<file path="src/bsh32_pkg.sv">
// ----------------------------------------------------------------------------
// bsh32_pkg
// Shared types and constants for the byte string hash unit.
// ----------------------------------------------------------------------------
package bsh32_pkg;

  localparam int unsigned ByteW = 8;
  localparam int unsigned RemW  = 24;
  localparam int unsigned HashW = 32;

  localparam logic [RemW-1:0] HashModulus = 24'd16777213;

  localparam logic KindAppend = 1'b0;
  localparam logic KindFinish = 1'b1;

  typedef struct packed {
    logic             fire;
    logic             finish;
    logic [ByteW-1:0] data;
  } step_t;

  typedef struct packed {
    logic [RemW-1:0]  remainder;
    logic [ByteW-1:0] parity;
  } hash_state_t;

endpackage

</file>
<file path="src/bsh32_if.sv">
// ----------------------------------------------------------------------------
// bsh32 channel interfaces
// Valid/ready channels for the input beats and the hash result beats.
// ----------------------------------------------------------------------------
interface bsh32_in_if;
  logic                      valid;
  logic                      ready;
  logic                      kind;
  logic [bsh32_pkg::ByteW-1:0] data_byte;

  modport source (output valid, output kind, output data_byte, input ready);
  modport sink   (input valid, input kind, input data_byte, output ready);
endinterface

interface bsh32_out_if;
  logic                        valid;
  logic                        ready;
  logic [bsh32_pkg::HashW-1:0] hash_value;

  modport source (output valid, output hash_value, input ready);
  modport sink   (input valid, input hash_value, output ready);
endinterface

</file>
<file path="src/bsh32_core.sv">
// ----------------------------------------------------------------------------
// bsh32_core
// Hash state: remainder mod 2^24-3 folded as low + 3*high, plus byte XOR.
// ----------------------------------------------------------------------------
module bsh32_core (
  input  logic                   clk_i,
  input  logic                   rst_ni,
  input  bsh32_pkg::step_t       step_i,
  output bsh32_pkg::hash_state_t state_o
);

  logic [bsh32_pkg::RemW-1:0]  rem_q, rem_d;
  logic [bsh32_pkg::ByteW-1:0] par_q, par_d;
  logic [bsh32_pkg::HashW-1:0] inter;
  logic [bsh32_pkg::RemW:0]    fold;
  logic [bsh32_pkg::RemW:0]    diff;
  logic [bsh32_pkg::RemW-1:0]  rem_red;

  always_comb begin
    // data byte MSB set: intermediate is the sign-extended byte, remainder unused
    if (step_i.data[bsh32_pkg::ByteW-1]) begin
      inter = {{bsh32_pkg::RemW{1'b1}}, step_i.data};
    end else begin
      inter = {rem_q, step_i.data};
    end
    fold = 25'(inter[bsh32_pkg::RemW-1:0])
         + 25'(inter[bsh32_pkg::HashW-1:bsh32_pkg::RemW])
         + 25'({inter[bsh32_pkg::HashW-1:bsh32_pkg::RemW], 1'b0});
    diff = fold - {1'b0, bsh32_pkg::HashModulus};
    // borrow means fold already below modulus
    rem_red = diff[bsh32_pkg::RemW] ? fold[bsh32_pkg::RemW-1:0]
                                    : diff[bsh32_pkg::RemW-1:0];
  end

  always_comb begin
    rem_d = rem_q;
    par_d = par_q;
    if (step_i.fire) begin
      if (step_i.finish) begin
        rem_d = '0;
        par_d = '0;
      end else begin
        rem_d = rem_red;
        par_d = par_q ^ step_i.data;
      end
    end
  end

  always_ff @(posedge clk_i or negedge rst_ni) begin
    if (!rst_ni) begin
      rem_q <= '0;
      par_q <= '0;
    end else begin
      rem_q <= rem_d;
      par_q <= par_d;
    end
  end

  assign state_o.remainder = rem_q;
  assign state_o.parity    = par_q;

endmodule

</file>
<file path="src/byte_string_hash32_unit.sv">
// ----------------------------------------------------------------------------
// byte_string_hash32_unit
// Streaming base-256 rolling hash of a byte string, modulo 2^24-3.
// A finish beat sits in s1 until out_o is free; its hash fills out_hash_q.
// One beat per cycle unless out_o holds a finish; one fold-and-subtract stage.
// Reset: rst_ni low clears remainder, parity and all valid flags at once.
// ----------------------------------------------------------------------------
module byte_string_hash32_unit (
  input  logic              clk_i,
  input  logic              rst_ni,
  bsh32_in_if.sink          in_i,
  bsh32_out_if.source       out_o
);

  logic                          s1_valid_q;
  logic                          s1_kind_q;
  logic [bsh32_pkg::ByteW-1:0]   s1_byte_q;
  logic                          out_valid_q;
  logic [bsh32_pkg::HashW-1:0]   out_hash_q;
  logic                          out_free;
  logic                          s1_adv;
  logic                          in_fire;
  bsh32_pkg::step_t              step;
  bsh32_pkg::hash_state_t        state;

  assign out_free    = !out_valid_q || out_o.ready;
  assign s1_adv      = s1_valid_q && (s1_kind_q == bsh32_pkg::KindAppend || out_free);
  assign in_i.ready  = !s1_valid_q || s1_adv;
  assign in_fire     = in_i.valid && in_i.ready;

  assign step.fire   = s1_adv;
  assign step.finish = (s1_kind_q == bsh32_pkg::KindFinish);
  assign step.data   = s1_byte_q;

  bsh32_core u_core (
    .clk_i   (clk_i),
    .rst_ni  (rst_ni),
    .step_i  (step),
    .state_o (state)
  );

  always_ff @(posedge clk_i or negedge rst_ni) begin
    if (!rst_ni) begin
      s1_valid_q  <= 1'b0;
      out_valid_q <= 1'b0;
    end else begin
      if (in_fire) begin
        s1_valid_q <= 1'b1;
      end else if (s1_adv) begin
        s1_valid_q <= 1'b0;
      end
      if (s1_adv && step.finish) begin
        out_valid_q <= 1'b1;
      end else if (out_o.ready) begin
        out_valid_q <= 1'b0;
      end
    end
  end

  always_ff @(posedge clk_i) begin
    if (in_fire) begin
      s1_kind_q <= in_i.kind;
      s1_byte_q <= in_i.data_byte;
    end
    if (s1_adv && step.finish) begin
      out_hash_q <= {state.parity, state.remainder};
    end
  end

  assign out_o.valid      = out_valid_q;
  assign out_o.hash_value = out_hash_q;

`ifndef SYNTHESIS
  a_rem_range: assert property (@(posedge clk_i) disable iff (!rst_ni)
    state.remainder < bsh32_pkg::HashModulus)
    else $error("remainder out of range");

  a_finish_clears: assert property (@(posedge clk_i) disable iff (!rst_ni)
    (s1_adv && step.finish) |=> (state.remainder == '0 && state.parity == '0))
    else $error("finish did not clear hash state");

  a_finish_emits: assert property (@(posedge clk_i) disable iff (!rst_ni)
    (s1_adv && step.finish) |=> out_valid_q)
    else $error("finish beat produced no result");

  a_no_overrun: assert property (@(posedge clk_i) disable iff (!rst_ni)
    (s1_valid_q && step.finish && out_valid_q && !out_o.ready) |-> !in_i.ready)
    else $error("input taken while finish beat blocked");
`endif

endmodule
</file>
<file path="src/flat_wrapper.sv">
// flat-port wrapper written by rule: the top's interface ports become plain ports
module byte_string_hash32_unit_flat 
  (clk_i, rst_ni, in_i_valid, in_i_kind, in_i_data_byte, in_i_ready, out_o_valid, out_o_hash_value, out_o_ready);
  bsh32_in_if in_i_i ();
  bsh32_out_if out_o_i ();
  input  logic clk_i;
  input  logic rst_ni;
  input wire logic [$bits(in_i_i.valid)-1:0] in_i_valid;
  input wire logic [$bits(in_i_i.kind)-1:0] in_i_kind;
  input wire logic [$bits(in_i_i.data_byte)-1:0] in_i_data_byte;
  output wire logic [$bits(in_i_i.ready)-1:0] in_i_ready;
  output wire logic [$bits(out_o_i.valid)-1:0] out_o_valid;
  output wire logic [$bits(out_o_i.hash_value)-1:0] out_o_hash_value;
  input wire logic [$bits(out_o_i.ready)-1:0] out_o_ready;
  assign in_i_i.valid = in_i_valid;
  assign in_i_i.kind = in_i_kind;
  assign in_i_i.data_byte = in_i_data_byte;
  assign in_i_ready = in_i_i.ready;
  assign out_o_valid = out_o_i.valid;
  assign out_o_hash_value = out_o_i.hash_value;
  assign out_o_i.ready = out_o_ready;
  byte_string_hash32_unit u_core (.clk_i(clk_i), .rst_ni(rst_ni), .in_i(in_i_i), .out_o(out_o_i));
endmodule
</file>
<file path="config.mk">
export PLATFORM = sky130hd
export DESIGN_NAME = byte_string_hash32_unit_flat
export DESIGN_NICKNAME = d
export VERILOG_FILES = /design/src/bsh32_pkg.sv /design/src/bsh32_if.sv /design/src/bsh32_core.sv /design/src/byte_string_hash32_unit.sv /design/src/flat_wrapper.sv
export SDC_FILE = /design/constraint.sdc
export NUM_CORES = 1
export LEC_CHECK = 0
export ABC_AREA = 1
export BUFFER_PORTS_ARGS = -buffer_cell sky130_fd_sc_hd__buf_2
export CORE_ASPECT_RATIO = 0.6
export CORE_MARGIN = 2
export CORE_UTILIZATION = 59
export DETAILED_ROUTE_END_ITERATION = 7
export PLACE_DENSITY = 0.8
export SKIP_CTS_REPAIR_TIMING = 1
export SLEW_MARGIN = 20
export SYNTH_ARGS = -nofsm -noshare
export SYNTH_HDL_FRONTEND = slang
export SYNTH_SLANG_ARGS = --single-unit
</file>
<file path="constraint.sdc">
create_clock -name clk_i -period 4.97 [get_ports clk_i]
set_clock_uncertainty 0.2 [all_clocks]
set_input_delay 0.994 -clock clk_i [delete_from_list [all_inputs] [get_ports clk_i]]
set_output_delay 0.994 -clock clk_i [all_outputs]
set_load 0.02 [all_outputs]
</file>
==> flow_summary_export.csv, run 1 <==
group,metric,value,unit
floorplan,core_area,7390,um^2
drt,first_pass_iters,5,
worst_hold_path,hp-class,"reg2reg",
cells_and_area,layout-area-overhead-vs-synth,12.9,%
timing,worst_slack,551,ps
worst_setup_path,r2r_slack,550,ps
cts,clk_pin_slew,60,ps
yosys,synth_nets,610,
yosys,synthFlopType,"edfxtp_1",
yosys,syn_inst,577,
floorplan,num_rows,24,
worst_setup_path,required,5000,ps
floorplan,ios,47,
place,globalplace.congestion,0.998,
timing,slew_headroom,0.451,
cells_and_area,fill_cells,605,
yosys,seq_area_frac_synth,0.456,
floorplan,die_h,72.2,um
power,leakage,2.57,nW
worst_setup_path,critPathSlowestCell,"fa_1",
worst_setup_path,path_buf_inv,2,
outcome,status,"finished clean",
drt,vias,4011,
yosys,ys_warn_count,0,
cts,clk_latency,340,ps
worst_setup_path,cp_common_cell,"nand3_1",
cts,cts_num_sinks,75,
timing,finalSetupViolCount,0,
yosys,async_flop_share,0.453,
global_routing,track_usage,0.295,
timing,fin_tns_setup,0,ps
yosys,synth_commonest_cells,"nand2_1 (191), inv_1 (65), nand3_1 (63)",
drt,wire_per_inst,15.9,um
timing,hold_violations,0,
cells_and_area,drive_above_1_share,0.171,
worst_setup_path,cp.arrival,4450,ps
job,maxCapViolCount,0,
yosys,synth_edf_count,41,
cells_and_area,diodes,0,
power,ir_worst_vdd,0.242,mV
worst_setup_path,cp_cell_sequence,"or2_2 > nand2_1 > o21ai_0 > inv_1 > ha_1 > ha_1 > fa_1 > inv_1 > or2_1 > nor2_2 > nand3_1 > nor2_1 > nand3_1 > nor2_2 > nand3_1 > nor2_2 > nand2_4 > nand2_4 > nand2_2 > nand3_1 > nand2_1",
yosys,syn_area,4570,um^2
place,dp_hpwl,8.95,mm
yosys,synth.area.top_cells,"edfxtp_1 (27%), dfrtp_1 (19%), nand2_1 (16%)",
worst_setup_path,end_kind,"flip-flop",
global_routing,grt_pass1_wl,19.2,mm
place,placed_cells,718,
timing,rsz0062_at_grt,"no",
global_routing,grt_max_degree,43,
cts,clk_path_buf_depth,2,
floorplan,die_area,8490,um^2
cts,cts_tree,"done",
cells_and_area,final_nets,658,
global_routing,antenna_found_initial,0,
cts,numCtsBuffers,9,
drt,avgViaCountPerCell,5.46,
global_routing,grt_pass1_vias,3815,
place,place_ws,665,ps
worst_setup_path,critical_path.max_stage_delay,530,ps
floorplan,start_util,0.619,
drt,drt-initial-drc-count,509,
yosys,synthMostInstantiatedCell,"nand2_1",
yosys,yosys.area.top_type,"edfxtp_1",
yosys,yosysUniqueCellTypes,32,
cts,clock-root-buffer,"clkbuf_16",
drt,finalWirelength,11.7,mm
yosys,yosysTopAreaCellShare,0.269,
yosys,synth-seq-cells,75,
timing,fin_crit,4420,ps
worst_setup_path,worstPathMaxFanout,16,
worst_setup_path,criticalPathCategory,"reg2reg",
place,portBuffers,46,
timing,slew_viol_final,0,
global_routing,overflow,0,
cts,htree_num_levels,3,
yosys,synth.avg_cell_area,7.92,um^2
cells_and_area,instances_no_fill,734,
power,total_power,2.42,mW
power,powerDensity,469,nW/um^2
drt,ant_nets,0,
floorplan,die_w,118,um
timing,finalCritPeriodShare,0.889,
worst_setup_path,start_kind,"flip-flop",
timing,worst_pin_slew,823,ps
timing,fmaxAchievable,226,MHz
cells_and_area,fin_util,0.699,
worst_setup_path,cp_top_family,"simple AND/OR/NAND/NOR gates",
drt,drc_errors,0,
==> cell type report <==
cell class	count	area [um^2]	area share
Clock buffer	9	225	0.0436
Clock inverter	7	57.6	0.0112
Inverter	70	263	0.0509
Multi-Input combinational cell	419	2140	0.415
Sequential cell	75	2080	0.403
Tap cell	104	130	0.0252
Timing Repair Buffer	50	260	0.0504
==> worst reg2reg max path: cells and delay by family, from the launching register on <==
family | cells | cell delay (ps)
fa+ha+maj | 3 | 1010
simple gates | 15 | 2390
compound gates | 1 | 110
buf+inv | 2 | 150
flops | 1 | 460
==> flip-flops by register name, summed over array words and instances, names as in the netlist <==
name,count
u_core.out_o.hash_value,32
u_core.u_core.rem_q,24
u_core.s1_byte_q,8
u_core.u_core.par_q,8
u_core.out_o.valid,1
u_core.s1_kind_q,1
u_core.s1_valid_q,1
==> logic make-up (layout without fill, tap and decap cells) <==
kind of cell	count (synthesis)	after routing	share of synthesized area
simple gates	354	354	0.343
buf+inv	83	136	0.0756
flops	75	75	0.456
compound gates	28	28	0.0372
fa+ha+maj	20	20	0.0564
xor+xnor	17	17	0.0326
==> worst paths after layout <==
check,depth (start not counted),from,end
max in group asynchronous,1,rst_ni,u_core.u_core.rem_q[15]
hold / removal,0,u_core.u_core.rem_q[16],u_core.out_o.hash_value[16]
min in group asynchronous,1,rst_ni,u_core.u_core.par_q[2]
setup reg to reg,21,u_core.s1_byte_q[7],u_core.u_core.rem_q[15]
setup / recovery,21,u_core.s1_byte_q[7],u_core.u_core.rem_q[15]
hold reg to reg,0,u_core.u_core.rem_q[16],u_core.out_o.hash_value[16]
==> power breakdown <==
| part | switching (mW) | internal [mW] | total [mW] |
|---|---|---|---|
| Combinational | 0.625 | 0.308 | 0.933 |
| Clock | 0.275 | 0.345 | 0.620 |
| Sequential | 0.0925 | 0.774 | 0.866 |
==> per-layer routing <==
metal,routed length [um],vias up,track usage,part of all wire
met1,5470,1865,0.427,0.47
met5,0,-,0,0
met2,4930,169,0.450,0.42
li1,-,1958,-,-
met3,1100,19,0.0700,0.094
met4,159,0,0.0803,0.014
==> per-stage QoR <==
step | hold WS (ps) | cell area (um^2)
detailed placement | 244 | 4880
floorplan | 225 | 4570
global placement | 239 | 4880
global route | 266 | 5160
CTS | 256 | 5160
finish | 261 | 5160
==> placed cells by master (no fill, tap or decap), types with 3 or more instances in the layout <==
cell / count
inv_1: 65
clkbuf_16: 9
nand3_1: 63
o22ai_1: 3
buf_2: 46
inv_6: 3
xnor2_1: 12
ha_1: 19
edfxtp_1: 41
o31ai_1: 7
nor2_2: 16
nor3_1: 8
a21oi_1: 7
nand2_1: 191
xor2_1: 5
nor2_1: 45
or2_2: 8
o21ai_0: 7
nand4_1: 8
dfrtp_1: 34
nand2_2: 6
buf_4: 4
inv_2: 5
(Power assumes the default switching activity.)
==> inputs of run 2 (changes only) <==
--- a/config.mk
+++ b/config.mk
@@ -5,7 +5,7 @@
 export SDC_FILE = /design/constraint.sdc
 export NUM_CORES = 1
 export LEC_CHECK = 0
-export ABC_AREA = 1
+export ABC_AREA = 0
 export BUFFER_PORTS_ARGS = -buffer_cell sky130_fd_sc_hd__buf_2
 export CORE_ASPECT_RATIO = 0.6
 export CORE_MARGIN = 2
==> run 2 against run 1 <==
Against the previous run:
- sequential power increased by 12%
- largest power group unchanged
- critical path type unchanged
- highest routed layer unchanged
- via count decreased by 15%
- final cell count decreased by 28%
==> flow_summary_export.csv, run 2 <==
group,metric,value,unit
yosys,synthMostInstantiatedCell,"nor2_1",
place,placed_cells,514,
cells_and_area,layout_commonest_cell,"buf_2",
power,seqPwrFrac,0.359,
worst_setup_path,cp.arrival,4720,ps
cts,htree_num_levels,3,
floorplan,die_h,69.1,um
timing,fin_crit,4690,ps
yosys,seq_area_frac_synth,0.500,
drt,vias,3412,
yosys,synth_fa_ha_area_frac,0.0619,
yosys,synthFlopType,"edfxtp_1",
power,p_int,1.67,mW
power,p_sw_frac,0.382,
yosys,yosysTopAreaCellShare,0.296,
cells_and_area,final_cell_mix,"buf_2 (46), nor2_1 (43), edfxtp_1 (41)",
power,pwr-share-comb,0.366,
drt,avgViaCountPerCell,6.44,
yosys,async_flop_share,0.453,
timing,rsz0062_at_grt,"no",
power,total_power,2.70,mW
worst_setup_path,worstPathMaxFanout,15,
yosys,synth.area.top_cells,"edfxtp_1 (30%), dfrtp_1 (20%), ha_1 (5.7%)",
yosys,synth_top_family_by_area,"compound AO/OA/AOI/OAI gates",
power,ir_worst_vdd,0.348,mV
yosys,synth_nets,423,
floorplan,die_w,112,um
global_routing,grt_pass1_vias,3081,
worst_setup_path,required,4990,ps
worst_setup_path,end_kind,"flip-flop",
yosys,syn_area,4160,um^2
floorplan,die_area,7770,um^2
yosys,synth_edf_count,41,
cts,clock-root-buffer,"clkbuf_16",
worst_hold_path,hp-class,"reg2reg",
worst_setup_path,criticalPathCategory,"reg2reg",
floorplan,core_area,6760,um^2
drt,wire_per_inst,20.1,um
global_routing,overflow,0,
global_routing,antenna_found_initial,0,
yosys,syn_inst,390,
drt,finalWirelength,10.6,mm
drt,drt-initial-drc-count,399,
yosys,synth-compound-area-share,0.207,
place,globalplace.congestion,0.962,
timing,fmaxAchievable,213,MHz
power,powerDensity,558,nW/um^2
cells_and_area,diodes,0,
global_routing,grt_pass1_wl,16.7,mm
cells_and_area,drive_above_1_share,0.208,
yosys,synth_commonest_cells,"nor2_1 (44), edfxtp_1 (41), dfrtp_1 (34)",
worst_setup_path,reg2reg_from,"u_core.s1_byte_q[7]",
worst_setup_path,start_kind,"flip-flop",
cts,cts_num_sinks,75,
drt,drc_errors,0,
place,portBuffers,46,
cells_and_area,largest_reg_flops,32,
power,switching_power,1.03,mW
cts,clk_latency,340,ps
drt,ant_nets,0,
floorplan,ios,47,
timing,finalSetupViolCount,0,
timing,slew_viol_final,0,
yosys,synthXorXnorAreaFrac,0.0379,
yosys,synthSimpleGateAreaFrac,0.163,
cts,clk_path_buf_depth,2,
timing,finalCritPeriodShare,0.944,
place,place_ws,384,ps
cts,clk_pin_slew,60,ps
cells_and_area,final_nets,471,
outcome,status,"finished clean",
job,maxCapViolCount,0,
floorplan,num_rows,23,
cts,cts_tree,"done",
worst_hold_path,hp-start,"u_core.u_core.par_q[4]",
power,power.share.clock,0.275,
timing,fin_tns_setup,0,ps
cells_and_area,fill_cells,490,
floorplan,start_util,0.616,
yosys,ys_warn_count,0,
worst_setup_path,critPathLaunch,"u_core.s1_byte_q[7]",
global_routing,track_usage,0.284,
yosys,yosysUniqueCellTypes,63,
timing,slew_headroom,0.436,
place,dp_hpwl,7.71,mm
timing,hold_violations,0,
yosys,synth-seq-cells,75,
timing,worst_slack,277,ps
global_routing,grt_max_degree,35,
yosys,yosys.area.top_type,"edfxtp_1",
drt,first_pass_iters,5,
cts,numCtsBuffers,9,
power,leakage,2.04,nW
timing,worst_pin_slew,846,ps
cells_and_area,instances_no_fill,530,
cells_and_area,layout-area-overhead-vs-synth,16.3,%
yosys,synthMuxAreaShare,0.00481,
yosys,synth.avg_cell_area,10.7,um^2
## run 2: changes by cell type after synthesis, sizes merged, moves of 9 or more
cell	delta
a32o	+9
inv	-65
nand2	-167
nand3	-56
nor2	-19
o21ai	+22
## run 2: area by class of cell
cell class	instances	area (um^2)	share of cell area
clock buffer	10	229	0.0473
clock inverter	6	111	0.0230
inverter	5	18.8	0.00388
multi-input combinational	291	1990	0.410
sequential	75	2080	0.430
tap	87	109	0.0225
timing repair buffer	56	305	0.0631
## run 2: critical path, stage by stage (launching register included)
cell       delay (ps)
edfxtp_1          570
or2_2             400
ha_1              200
or2_2             280
ha_1              300
nand2_1           110
o21ai_1           640
nor2_1            240
o22ai_1           470
o2111ai_2         240
nor4_1            300
nand2_1           290
a32o_1            340
## run 2: cell families (layout without fill, tap and decap cells)
logic type,count (synthesis),count (layout)
DFF,75,75
xor gates and xnor gates,18,18
muxes,2,2
adders and majority gates,20,20
and+or+nand+nor,136,136
buffers and inverters,24,77
AOI/OAI and AO/OA,115,115
## run 2: through the flow
step / instance area, um^2 / util / hold slack, ps
2_1_floorplan: 4160 / - / 220
3_3_place_gp: 4500 / 0.665 / 243
3_5_place_dp: 4500 / 0.665 / 252
4_1_cts: 4840 / 0.715 / 265
5_1_grt: 4840 / 0.716 / 275
6_report: 4840 / 0.716 / 266
## run 2: path summary, 6_finish.rpt
| kind | endpoint | slack (ps) | cells past startpoint |
|---|---|---|---|
| worst min-delay path | u_core.out_o.hash_value[28] | 270 | 0 |
| max in group asynchronous | u_core.u_core.rem_q[14] | 3470 | 1 |
| min in group asynchronous | u_core.u_core.rem_q[3] | 560 | 1 |
| worst max-delay path | u_core.u_core.rem_q[21] | 280 | 12 |
| worst min register to register | u_core.out_o.hash_value[28] | 270 | 0 |
| worst max register to register | u_core.u_core.rem_q[21] | 280 | 12 |
## run 2: layer usage
layer	vias to the layer above	GRT usage	routed length [um]
li1	1573	-	-
met1	1635	0.460	5140
met2	184	0.357	4090
met3	20	0.0862	1210
met4	0	0.0908	192
met5	-	0	0
## run 2: power by group through the flow
stage | Clock, mW | Combinational (mW) | Sequential, mW
5_1_grt | 0.774 | 1.06 | 0.985
3_5_place_dp | 0 | 0.948 | 0.972
2_1_floorplan | 0 | 0.685 | 0.937
3_3_place_gp | 0 | 0.935 | 0.973
4_1_cts | 0.750 | 0.959 | 0.962
6_report | 0.743 | 0.988 | 0.971
